==> src/slufs_pkg.sv <==
// ----------------------------------------------------------------------------
// slufs_pkg
// Shared types and constants of the start/length UART frame splitter.
// ----------------------------------------------------------------------------
package slufs_pkg;

    localparam int BUFFER_DEPTH = 64;
    // ring of at least two packets, power of two so pointers wrap for free
    localparam int ADDR_W       = $clog2(BUFFER_DEPTH) + 1;
    localparam int STORE_DEPTH  = 2 ** ADDR_W;
    localparam int PTR_W        = ADDR_W + 1;
    localparam int FILL_W       = $clog2(BUFFER_DEPTH + 1);
    localparam int LEN_W        = 9;
    localparam int QUEUE_DEPTH  = 4;
    localparam int QIDX_W       = $clog2(QUEUE_DEPTH);
    localparam int QCNT_W       = $clog2(QUEUE_DEPTH + 1);

    localparam logic CMD_BYTE  = 1'b0;
    localparam logic CMD_FLUSH = 1'b1;

    localparam logic REG_START_BYTE = 1'b0;
    localparam logic REG_MIN_LENGTH = 1'b1;

    localparam logic [7:0] START_BYTE_RESET = 8'hAA;
    localparam logic [7:0] MIN_LENGTH_RESET = 8'd10;

    typedef enum logic [2:0] {
        RSN_PREFIX     = 3'd0,
        RSN_RAW_FULL   = 3'd1,
        RSN_FRAME_FULL = 3'd2,
        RSN_BAD_LENGTH = 3'd3,
        RSN_COMPLETE   = 3'd4,
        RSN_RAW_FLUSH  = 3'd5
    } t_reason;

    typedef struct packed {
        logic       command;
        logic [7:0] data_byte;
    } t_in;

    typedef struct packed {
        logic [7:0] out_byte;
        logic       last_of_packet;
        t_reason    reason;
    } t_out;

    // one packet to drain: start address in the ring, byte count, reason
    typedef struct packed {
        logic [ADDR_W-1:0] base;
        logic [FILL_W-1:0] len;
        t_reason           reason;
    } t_cmd;

    typedef struct packed {
        logic              en;
        logic [ADDR_W-1:0] addr;
        logic [7:0]        data;
    } t_wr;

    typedef enum logic [1:0] {
        BK_IDLE,
        BK_READ,
        BK_SHOW
    } t_back_state;

endpackage

==> src/start_length_uart_frame_splitter_core.sv <==
// ----------------------------------------------------------------------------
// start_length_uart_frame_splitter_core
// Cuts a received UART byte stream into start-byte/length-field packets.
//
//   channel   direction  handshake                 payload
//   input     in         i_valid / o_ready         i_data  (t_in)
//   output    out        o_valid / i_ready         o_data  (t_out)
//   config    in         i_cfg_we (no wait)        i_cfg_index, i_cfg_data
//
// An input word is taken on the i_valid/o_ready handshake; the front classifies
// it and writes its byte into a ring of two packet buffers. Each output byte
// passes through the back as a ring memory read, then is shown on the output
// until i_ready takes it; each packet first pops its command from the queue.
// Input stalls only while the command queue (four packets) or the ring is
// full. Synchronous reset clears control state; no clearing pass is needed.
// ----------------------------------------------------------------------------
module start_length_uart_frame_splitter_core import slufs_pkg::*; (
    input  logic       i_clk,
    input  logic       i_rst_n,
    input  logic       i_valid,
    output logic       o_ready,
    input  t_in        i_data,
    output logic       o_valid,
    input  logic       i_ready,
    output t_out       o_data,
    input  logic       i_cfg_we,
    input  logic [0:0] i_cfg_index,
    input  logic [7:0] i_cfg_data
);

    t_wr              w_wr;
    logic             w_push;
    t_cmd             w_push_cmd;
    logic             w_q_full;
    logic             w_q_empty;
    logic             w_pop;
    t_cmd             w_head_cmd;
    logic [PTR_W-1:0] w_rd_ptr;

    slufs_front u_front (
        .i_clk       (i_clk),
        .i_rst_n     (i_rst_n),
        .i_valid     (i_valid),
        .o_ready     (o_ready),
        .i_data      (i_data),
        .i_cfg_we    (i_cfg_we),
        .i_cfg_index (i_cfg_index),
        .i_cfg_data  (i_cfg_data),
        .i_q_full    (w_q_full),
        .i_rd_ptr    (w_rd_ptr),
        .o_wr        (w_wr),
        .o_push      (w_push),
        .o_cmd       (w_push_cmd)
    );

    slufs_cmd_queue u_queue (
        .i_clk   (i_clk),
        .i_rst_n (i_rst_n),
        .i_push  (w_push),
        .i_cmd   (w_push_cmd),
        .o_full  (w_q_full),
        .i_pop   (w_pop),
        .o_empty (w_q_empty),
        .o_cmd   (w_head_cmd)
    );

    slufs_back u_back (
        .i_clk     (i_clk),
        .i_rst_n   (i_rst_n),
        .i_wr      (w_wr),
        .i_q_empty (w_q_empty),
        .i_cmd     (w_head_cmd),
        .o_pop     (w_pop),
        .o_rd_ptr  (w_rd_ptr),
        .o_valid   (o_valid),
        .i_ready   (i_ready),
        .o_data    (o_data)
    );

endmodule

==> src/slufs_front.sv <==
// ----------------------------------------------------------------------------
// slufs_front
// Accepts words, tracks raw/frame collection, writes bytes into the ring and
// queues one drain command for each packet that closes.
// ----------------------------------------------------------------------------
module slufs_front import slufs_pkg::*; (
    input  logic             i_clk,
    input  logic             i_rst_n,
    input  logic             i_valid,
    output logic             o_ready,
    input  t_in              i_data,
    input  logic             i_cfg_we,
    input  logic [0:0]       i_cfg_index,
    input  logic [7:0]       i_cfg_data,
    input  logic             i_q_full,
    input  logic [PTR_W-1:0] i_rd_ptr,
    output t_wr              o_wr,
    output logic             o_push,
    output t_cmd             o_cmd
);

    logic [7:0]        r_start, n_start;
    logic [7:0]        r_min, n_min;
    logic [FILL_W-1:0] r_fill, n_fill;
    logic [LEN_W-1:0]  r_exp, n_exp;
    logic              r_in_frame, n_in_frame;
    logic [PTR_W-1:0]  r_base, n_base;
    logic [PTR_W-1:0]  r_wp, n_wp;

    logic [PTR_W-1:0]  w_used;
    logic              w_accept;
    logic [FILL_W-1:0] w_fill_inc;
    logic [LEN_W-1:0]  w_fill_inc_ext;
    logic [LEN_W-1:0]  w_len_exp;
    logic [7:0]        w_b;

    always_ff @(posedge i_clk) begin
        if (!i_rst_n) begin
            r_start    <= START_BYTE_RESET;
            r_min      <= MIN_LENGTH_RESET;
            r_fill     <= '0;
            r_exp      <= '0;
            r_in_frame <= 1'b0;
            r_base     <= '0;
            r_wp       <= '0;
        end else begin
            r_start    <= n_start;
            r_min      <= n_min;
            r_fill     <= n_fill;
            r_exp      <= n_exp;
            r_in_frame <= n_in_frame;
            r_base     <= n_base;
            r_wp       <= n_wp;
        end
    end

    // hold off while the ring has no free slot or the queue is full
    assign w_used   = r_wp - i_rd_ptr;
    assign o_ready  = !i_q_full && !w_used[PTR_W-1];
    assign w_accept = i_valid && o_ready;

    assign w_b            = i_data.data_byte;
    assign w_fill_inc     = r_fill + FILL_W'(1);
    assign w_fill_inc_ext = LEN_W'(w_fill_inc);
    assign w_len_exp      = LEN_W'(w_b) + LEN_W'(1);

    always_comb begin
        n_start    = r_start;
        n_min      = r_min;
        n_fill     = r_fill;
        n_exp      = r_exp;
        n_in_frame = r_in_frame;
        n_base     = r_base;
        n_wp       = r_wp;
        o_wr.en    = 1'b0;
        o_wr.addr  = r_wp[ADDR_W-1:0];
        o_wr.data  = w_b;
        o_push     = 1'b0;
        o_cmd.base = r_base[ADDR_W-1:0];
        o_cmd.len  = r_fill;
        o_cmd.reason = RSN_RAW_FLUSH;

        if (i_cfg_we) begin
            unique case (i_cfg_index)
                REG_START_BYTE: n_start = i_cfg_data;
                REG_MIN_LENGTH: n_min   = i_cfg_data;
            endcase
        end

        if (w_accept) begin
            if (i_data.command == CMD_FLUSH) begin
                if (!r_in_frame && r_fill != '0) begin
                    o_push = 1'b1;
                    n_base = r_wp;
                    n_fill = '0;
                    n_exp  = '0;
                end
            end else if (!r_in_frame || r_fill == FILL_W'(BUFFER_DEPTH)) begin
                // full frame is sent first, then the word starts a new frame or raw collection
                if (r_in_frame) begin
                    o_push       = 1'b1;
                    o_cmd.reason = RSN_FRAME_FULL;
                end else if (w_b == r_start && r_fill != '0) begin
                    o_push       = 1'b1;
                    o_cmd.reason = RSN_PREFIX;
                end
                o_wr.en = 1'b1;
                n_wp    = r_wp + PTR_W'(1);
                n_exp   = '0;
                if (w_b == r_start) begin
                    n_base     = r_wp;
                    n_fill     = FILL_W'(1);
                    n_in_frame = 1'b1;
                end else if (r_in_frame) begin
                    n_base     = r_wp;
                    n_fill     = FILL_W'(1);
                    n_in_frame = 1'b0;
                end else if (w_fill_inc == FILL_W'(BUFFER_DEPTH)) begin
                    o_push       = 1'b1;
                    o_cmd.len    = w_fill_inc;
                    o_cmd.reason = RSN_RAW_FULL;
                    n_base       = r_wp + PTR_W'(1);
                    n_fill       = '0;
                end else begin
                    n_fill = w_fill_inc;
                end
            end else begin
                o_wr.en   = 1'b1;
                n_wp      = r_wp + PTR_W'(1);
                n_fill    = w_fill_inc;
                o_cmd.len = w_fill_inc;
                if (r_fill == FILL_W'(1)) begin
                    // this word is the length byte
                    n_exp = w_len_exp;
                    if (w_b < r_min || w_len_exp > LEN_W'(BUFFER_DEPTH)) begin
                        o_push       = 1'b1;
                        o_cmd.reason = RSN_BAD_LENGTH;
                    end else if (w_fill_inc_ext >= w_len_exp) begin
                        o_push       = 1'b1;
                        o_cmd.reason = RSN_COMPLETE;
                    end
                end else if (r_exp != '0 && w_fill_inc_ext >= r_exp) begin
                    o_push       = 1'b1;
                    o_cmd.reason = RSN_COMPLETE;
                end
                if (o_push) begin
                    n_base     = r_wp + PTR_W'(1);
                    n_fill     = '0;
                    n_exp      = '0;
                    n_in_frame = 1'b0;
                end
            end
        end
    end

endmodule

==> src/slufs_cmd_queue.sv <==
// ----------------------------------------------------------------------------
// slufs_cmd_queue
// Short FIFO of drain commands between the front and the back.
// ----------------------------------------------------------------------------
module slufs_cmd_queue import slufs_pkg::*; (
    input  logic i_clk,
    input  logic i_rst_n,
    input  logic i_push,
    input  t_cmd i_cmd,
    output logic o_full,
    input  logic i_pop,
    output logic o_empty,
    output t_cmd o_cmd
);

    t_cmd              r_entry [QUEUE_DEPTH];
    logic [QIDX_W-1:0] r_wr_idx, n_wr_idx;
    logic [QIDX_W-1:0] r_rd_idx, n_rd_idx;
    logic [QCNT_W-1:0] r_count, n_count;

    always_ff @(posedge i_clk) begin
        if (!i_rst_n) begin
            r_wr_idx <= '0;
            r_rd_idx <= '0;
            r_count  <= '0;
        end else begin
            r_wr_idx <= n_wr_idx;
            r_rd_idx <= n_rd_idx;
            r_count  <= n_count;
        end
    end

    always_ff @(posedge i_clk) begin
        if (i_push) begin
            r_entry[r_wr_idx] <= i_cmd;
        end
    end

    always_comb begin
        n_wr_idx = r_wr_idx;
        n_rd_idx = r_rd_idx;
        n_count  = r_count;
        if (i_push) begin
            n_wr_idx = (r_wr_idx == QIDX_W'(QUEUE_DEPTH - 1)) ? '0 : r_wr_idx + QIDX_W'(1);
        end
        if (i_pop) begin
            n_rd_idx = (r_rd_idx == QIDX_W'(QUEUE_DEPTH - 1)) ? '0 : r_rd_idx + QIDX_W'(1);
        end
        if (i_push && !i_pop) begin
            n_count = r_count + QCNT_W'(1);
        end else if (i_pop && !i_push) begin
            n_count = r_count - QCNT_W'(1);
        end
    end

    assign o_full  = (r_count == QCNT_W'(QUEUE_DEPTH));
    assign o_empty = (r_count == '0);
    assign o_cmd   = r_entry[r_rd_idx];

endmodule

==> src/slufs_back.sv <==
// ----------------------------------------------------------------------------
// slufs_back
// Holds the packet ring and drains queued packets, one byte per output word.
// ----------------------------------------------------------------------------
module slufs_back import slufs_pkg::*; (
    input  logic             i_clk,
    input  logic             i_rst_n,
    input  t_wr              i_wr,
    input  logic             i_q_empty,
    input  t_cmd             i_cmd,
    output logic             o_pop,
    output logic [PTR_W-1:0] o_rd_ptr,
    output logic             o_valid,
    input  logic             i_ready,
    output t_out             o_data
);

    logic [7:0]        r_mem [STORE_DEPTH];

    t_back_state       r_state, n_state;
    logic [ADDR_W-1:0] r_addr, n_addr;
    logic [FILL_W-1:0] r_remain, n_remain;
    t_reason           r_reason, n_reason;
    logic [PTR_W-1:0]  r_rd_ptr, n_rd_ptr;
    t_out              r_out;

    always_ff @(posedge i_clk) begin
        if (i_wr.en) begin
            r_mem[i_wr.addr] <= i_wr.data;
        end
    end

    // registered read straight into the output word
    always_ff @(posedge i_clk) begin
        if (r_state == BK_READ) begin
            r_out.out_byte       <= r_mem[r_addr];
            r_out.last_of_packet <= (r_remain == FILL_W'(1));
            r_out.reason         <= r_reason;
        end
    end

    always_ff @(posedge i_clk) begin
        if (!i_rst_n) begin
            r_state  <= BK_IDLE;
            r_rd_ptr <= '0;
        end else begin
            r_state  <= n_state;
            r_rd_ptr <= n_rd_ptr;
        end
    end

    always_ff @(posedge i_clk) begin
        r_addr   <= n_addr;
        r_remain <= n_remain;
        r_reason <= n_reason;
    end

    always_comb begin
        n_state  = r_state;
        n_addr   = r_addr;
        n_remain = r_remain;
        n_reason = r_reason;
        n_rd_ptr = r_rd_ptr;
        o_pop    = 1'b0;
        unique case (r_state)
            BK_IDLE: begin
                if (!i_q_empty) begin
                    o_pop    = 1'b1;
                    n_addr   = i_cmd.base;
                    n_remain = i_cmd.len;
                    n_reason = i_cmd.reason;
                    n_state  = BK_READ;
                end
            end
            BK_READ: begin
                n_state = BK_SHOW;
            end
            BK_SHOW: begin
                if (i_ready) begin
                    // free the slot and advance to the next byte
                    n_addr   = r_addr + ADDR_W'(1);
                    n_remain = r_remain - FILL_W'(1);
                    n_rd_ptr = r_rd_ptr + PTR_W'(1);
                    n_state  = (r_remain == FILL_W'(1)) ? BK_IDLE : BK_READ;
                end
            end
            default: begin
                n_state = BK_IDLE;
            end
        endcase
    end

    assign o_valid  = (r_state == BK_SHOW);
    assign o_data   = r_out;
    assign o_rd_ptr = r_rd_ptr;

endmodule

==> config.mk <==
export PLATFORM = sky130hd
export DESIGN_NAME = start_length_uart_frame_splitter_core
export DESIGN_NICKNAME = d
export VERILOG_FILES = /design/src/slufs_pkg.sv /design/src/start_length_uart_frame_splitter_core.sv /design/src/slufs_front.sv /design/src/slufs_cmd_queue.sv /design/src/slufs_back.sv
export SDC_FILE = /design/constraint.sdc
export NUM_CORES = 1
export LEC_CHECK = 0
export BUFFER_PORTS_ARGS = -buffer_cell sky130_fd_sc_hd__clkbuf_2
export CAP_MARGIN = 20
export CORE_ASPECT_RATIO = 1.25
export CORE_UTILIZATION = 35
export DETAILED_ROUTE_END_ITERATION = 12
export MAX_ROUTING_LAYER = met4
export PLACE_DENSITY = 0.48
export SLEW_MARGIN = 20
export SYNTH_ARGS = -nofsm -noshare
export SYNTH_HDL_FRONTEND = slang
export SYNTH_SLANG_ARGS = --single-unit
==> constraint.sdc <==
create_clock -name i_clk -period 5.4 [get_ports i_clk]
set_clock_uncertainty 0.05 [all_clocks]
set_input_delay 1.62 -clock i_clk [delete_from_list [all_inputs] [get_ports i_clk]]
set_output_delay 1.62 -clock i_clk [all_outputs]
set_load 0.01 [all_outputs]
==> flow_metrics.tcl <==
set metrics [dict create \
    outcome "complete, no violations" \
    finalSetupTns_ns 0 \
    insertion_delay_ns 0.72 \
    crit_path_start_kind "input pin" \
    ys_seq_elements 1188 \
    clock_power_share 0.321 \
    remaining_drc_errors 0 \
    io_buffers 36 \
    tightest_slew_ns 1.11 \
    peakVddDrop_mv 0.433 \
    max_freq_mhz 217 \
    top_layer "met4" \
    critPathKind "input pin to register" \
    syn-num-nets 2398 \
    clk_pin_slew_ns 0.07 \
    cp.arrival_ns 5.19 \
    start_util 0.354 \
    swShare 0.285 \
    p_per_area_nw_per_um2 470 \
    hold_slack_ns 0.379 \
    crit_path_end_kind "register" \
    synth_edf_count 1121 \
    slowest_stage "maj3_1" \
    ys_seq_area_frac 0.737 \
    clock-sinks 1188 \
    wl_met1_um 49900 \
    vias 22877 \
    finalPower_mw 25.6 \
    fillCellCount 11832 \
    routedWlPerCell_um 27.9 \
    met2WireLength_um 64900 \
    fin_nets 2581 \
    synth_cell_types 72 \
    grt_pass1_wl_um 177000 \
    track_usage 0.185 \
    drive_gt1_frac 0.287 \
    hpwl_um 76900 \
    worstPathMaxFanout 3 \
    fp.dieW_um 332 \
    synth_flop_cell "edfxtp_1" \
    viasPerCell 5.23 \
    post_cts_buffers 0 \
    synthAdderAreaFrac 0.00985 \
    hold_buffers 0 \
    ys_warn_count 0 \
    timing.critical_path.from "i_data[1]" \
    r2r-start "u_front.r_fill[2]" \
    clockRootBuffer "clkbuf_16" \
    core_area_um2 134000 \
    postSynthCellCount 2339 \
    setup-violations-final 0 \
    drt_iter0_markers 2001 \
    grt_max_degree 97 \
    switchingPower_mw 7.30 \
    grt_overflow 0 \
    htree_levels 3 \
    critPathRequiredTime_ns 5.99 \
    hp-class "register to register" \
    muxShareOfSynthArea 0.170 \
    top_level_ports 37 \
    ctsResizeCount 0 \
    synth_xor_area_frac 0.00959 \
    place.gp.congestion 0.854 \
    ant_nets 0 \
    synthArstFlopShare 0 \
    maxSlewHeadroom 0.254 \
    syn_to_final_growth_pct 14.9 \
    critical_path.most_common_cell "ha_1" \
    max_stage_delay_ns 0.39 \
    p_int_mw 18.3 \
    cts_buffers 114 \
    yosys.area_share.simple 0.0382 \
    final.min_clock_period_ns 4.60 \
    timing.max_cap.violations 0 \
    core.rowCount 150 \
    wl_met3_um 4560 \
    firstDrtPassIters 5 \
    comb_power_share 0.267 \
    die_height_um 414 \
    syn-cell-area_um2 47500 \
    avgSynthCellArea_um2 20.3 \
    antenna_found_initial 11 \
    share_seq_of_total_power 0.412 \
    rsz0062_at_grt "false" \
    place_area_um2 50700 \
    crit_chain "buf_4 -> ha_1 -> inv_1 -> ha_1 -> a21oi_1 -> maj3_1 -> a2111oi_2 -> nand3_1 -> and2_1 -> a31oi_4 -> ha_1 -> inv_1 -> fa_1 -> xor2_1 -> or3_1 -> a21boi_0" \
    clockBufferDepth 3 \
    post-route-period-util 0.852 \
    final_cell_mix "edfxtp_1, mux4_2, buf_4" \
    final_common_cell "edfxtp_1" \
    p_leak_nw 17.2 \
    slew_violations 0 \
    finalInstanceArea_um2 54600 \
    grt_pass1_vias 24352 \
    finalWirelength_um 122000 \
    cts_tree "done" \
    synth_top_family_by_area "multiplexers" \
    hold_viol_final 0 \
    synth_compound_area_frac 0.0208 \
    hp-start "u_back.r_reason[1]" \
    die_area_um2 137000 \
]
-- per-stage QoR --
stage / worst slack [ns] / util / std cells
after floorplan: 0.418 / - / 2339
after global placement: 0.123 / 0.378 / 4153
after detailed placement: 0.0824 / 0.378 / 4154
after CTS: 0.785 / 0.407 / 4368
after global routing: 0.597 / 0.407 / 4371
final: 0.799 / 0.407 / 4372
-- registers in the layout, indices dropped and copies added (netlist names), named ones only --
name	flops
u_queue.r_wr_idx	2
u_front.r_min	8
u_back.r_addr	7
u_back.r_mem	1024
u_front.r_in_frame	1
u_front.r_fill	7
u_front.r_wp	8
u_back.r_state	2
u_front.r_exp	9
u_back.o_data	12
u_back.r_reason	3
u_back.o_rd_ptr	8
u_back.r_remain	7
u_queue.r_rd_idx	2
u_queue.r_count	3
u_queue.r_entry	68
u_front.r_start	8
u_front.r_base	7
-- per-layer routing --
metal | vias to the layer above | GRT usage
li1 | 9942 | -
met1 | 12311 | 0.225
met2 | 473 | 0.324
met3 | 151 | 0.0221
met4 | 0 | 0.0548
met5 | - | -
-- kinds of logic after synthesis --
| kind of cell | Yosys count |
|---|---|
| XOR/XNOR | 52 |
| adder cells (fa/ha/maj) | 37 |
| AND/OR/NAND/NOR | 394 |
| flip-flops | 1188 |
| AO/OA/AOI/OAI | 135 |
| buffers and inverters | 167 |
| multiplexers | 366 |
-- power by group through the flow --
| stage | clock, mW | combinational [mW] | sequential [mW] |
|---|---|---|---|
| 5_1_grt | 8.70 | 7.30 | 10.6 |
| 3_3_place_gp | 0 | 7.05 | 10.8 |
| 6_report | 8.22 | 6.86 | 10.6 |
| 2_1_floorplan | 0 | 4.58 | 10.6 |
| 3_5_place_dp | 0 | 7.12 | 10.8 |
| 4_1_cts | 8.42 | 7.14 | 10.6 |
-- worst max-delay path: cells and delay by family --
family	cells	cell delay, ns
buffers and inverters	3	0.28
adders and majority gates	5	1.56
and+or+nand+nor	3	0.70
AOI/OAI and AO/OA	4	0.83
xor gates and xnor gates	1	0.19
-- final timing paths --
check                                           to  slack (ns)  depth (start not counted)
worst max-delay path            u_queue.r_count[2]        0.80                         16
worst min-delay path              u_back.o_data[1]        0.38                          0
worst max register to register  u_queue.r_count[2]        0.99                         15
worst min register to register    u_back.o_data[1]        0.38                          0
-- synth_stat cells (all sizes together) (14+ instances only) --
| cell | count | share of area |
|---|---|---|
| a21boi | 16 | 0.0025 |
| a21oi | 14 | 0.0015 |
| and2 | 31 | 0.0041 |
| buf | 49 | 0.0051 |
| clkbuf | 76 | 0.0060 |
| dfxtp | 67 | 0.028 |
| edfxtp | 1121 | 0.71 |
| ha | 35 | 0.0092 |
| inv | 42 | 0.0033 |
| mux4 | 353 | 0.17 |
| nand2 | 103 | 0.0081 |
| nand3 | 31 | 0.0033 |
| nor2 | 150 | 0.012 |
| o21ai | 34 | 0.0039 |
| xnor2 | 31 | 0.0057 |
| xor2 | 21 | 0.0039 |
-- area by class of cell --
cell class,count,area (µm²),area share
Multi-Input combinational cell,984,11900,0.217
Timing Repair Buffer,192,1510,0.0276
Antenna cell,4,10.0,0.000183
Clock buffer,136,3000,0.0549
Tap cell,1748,2190,0.0401
Clock inverter,78,850,0.0156
Sequential cell,1188,35000,0.642
Inverter,42,158,0.00289
No activity file was read; power rests on OpenSTA's default activity.
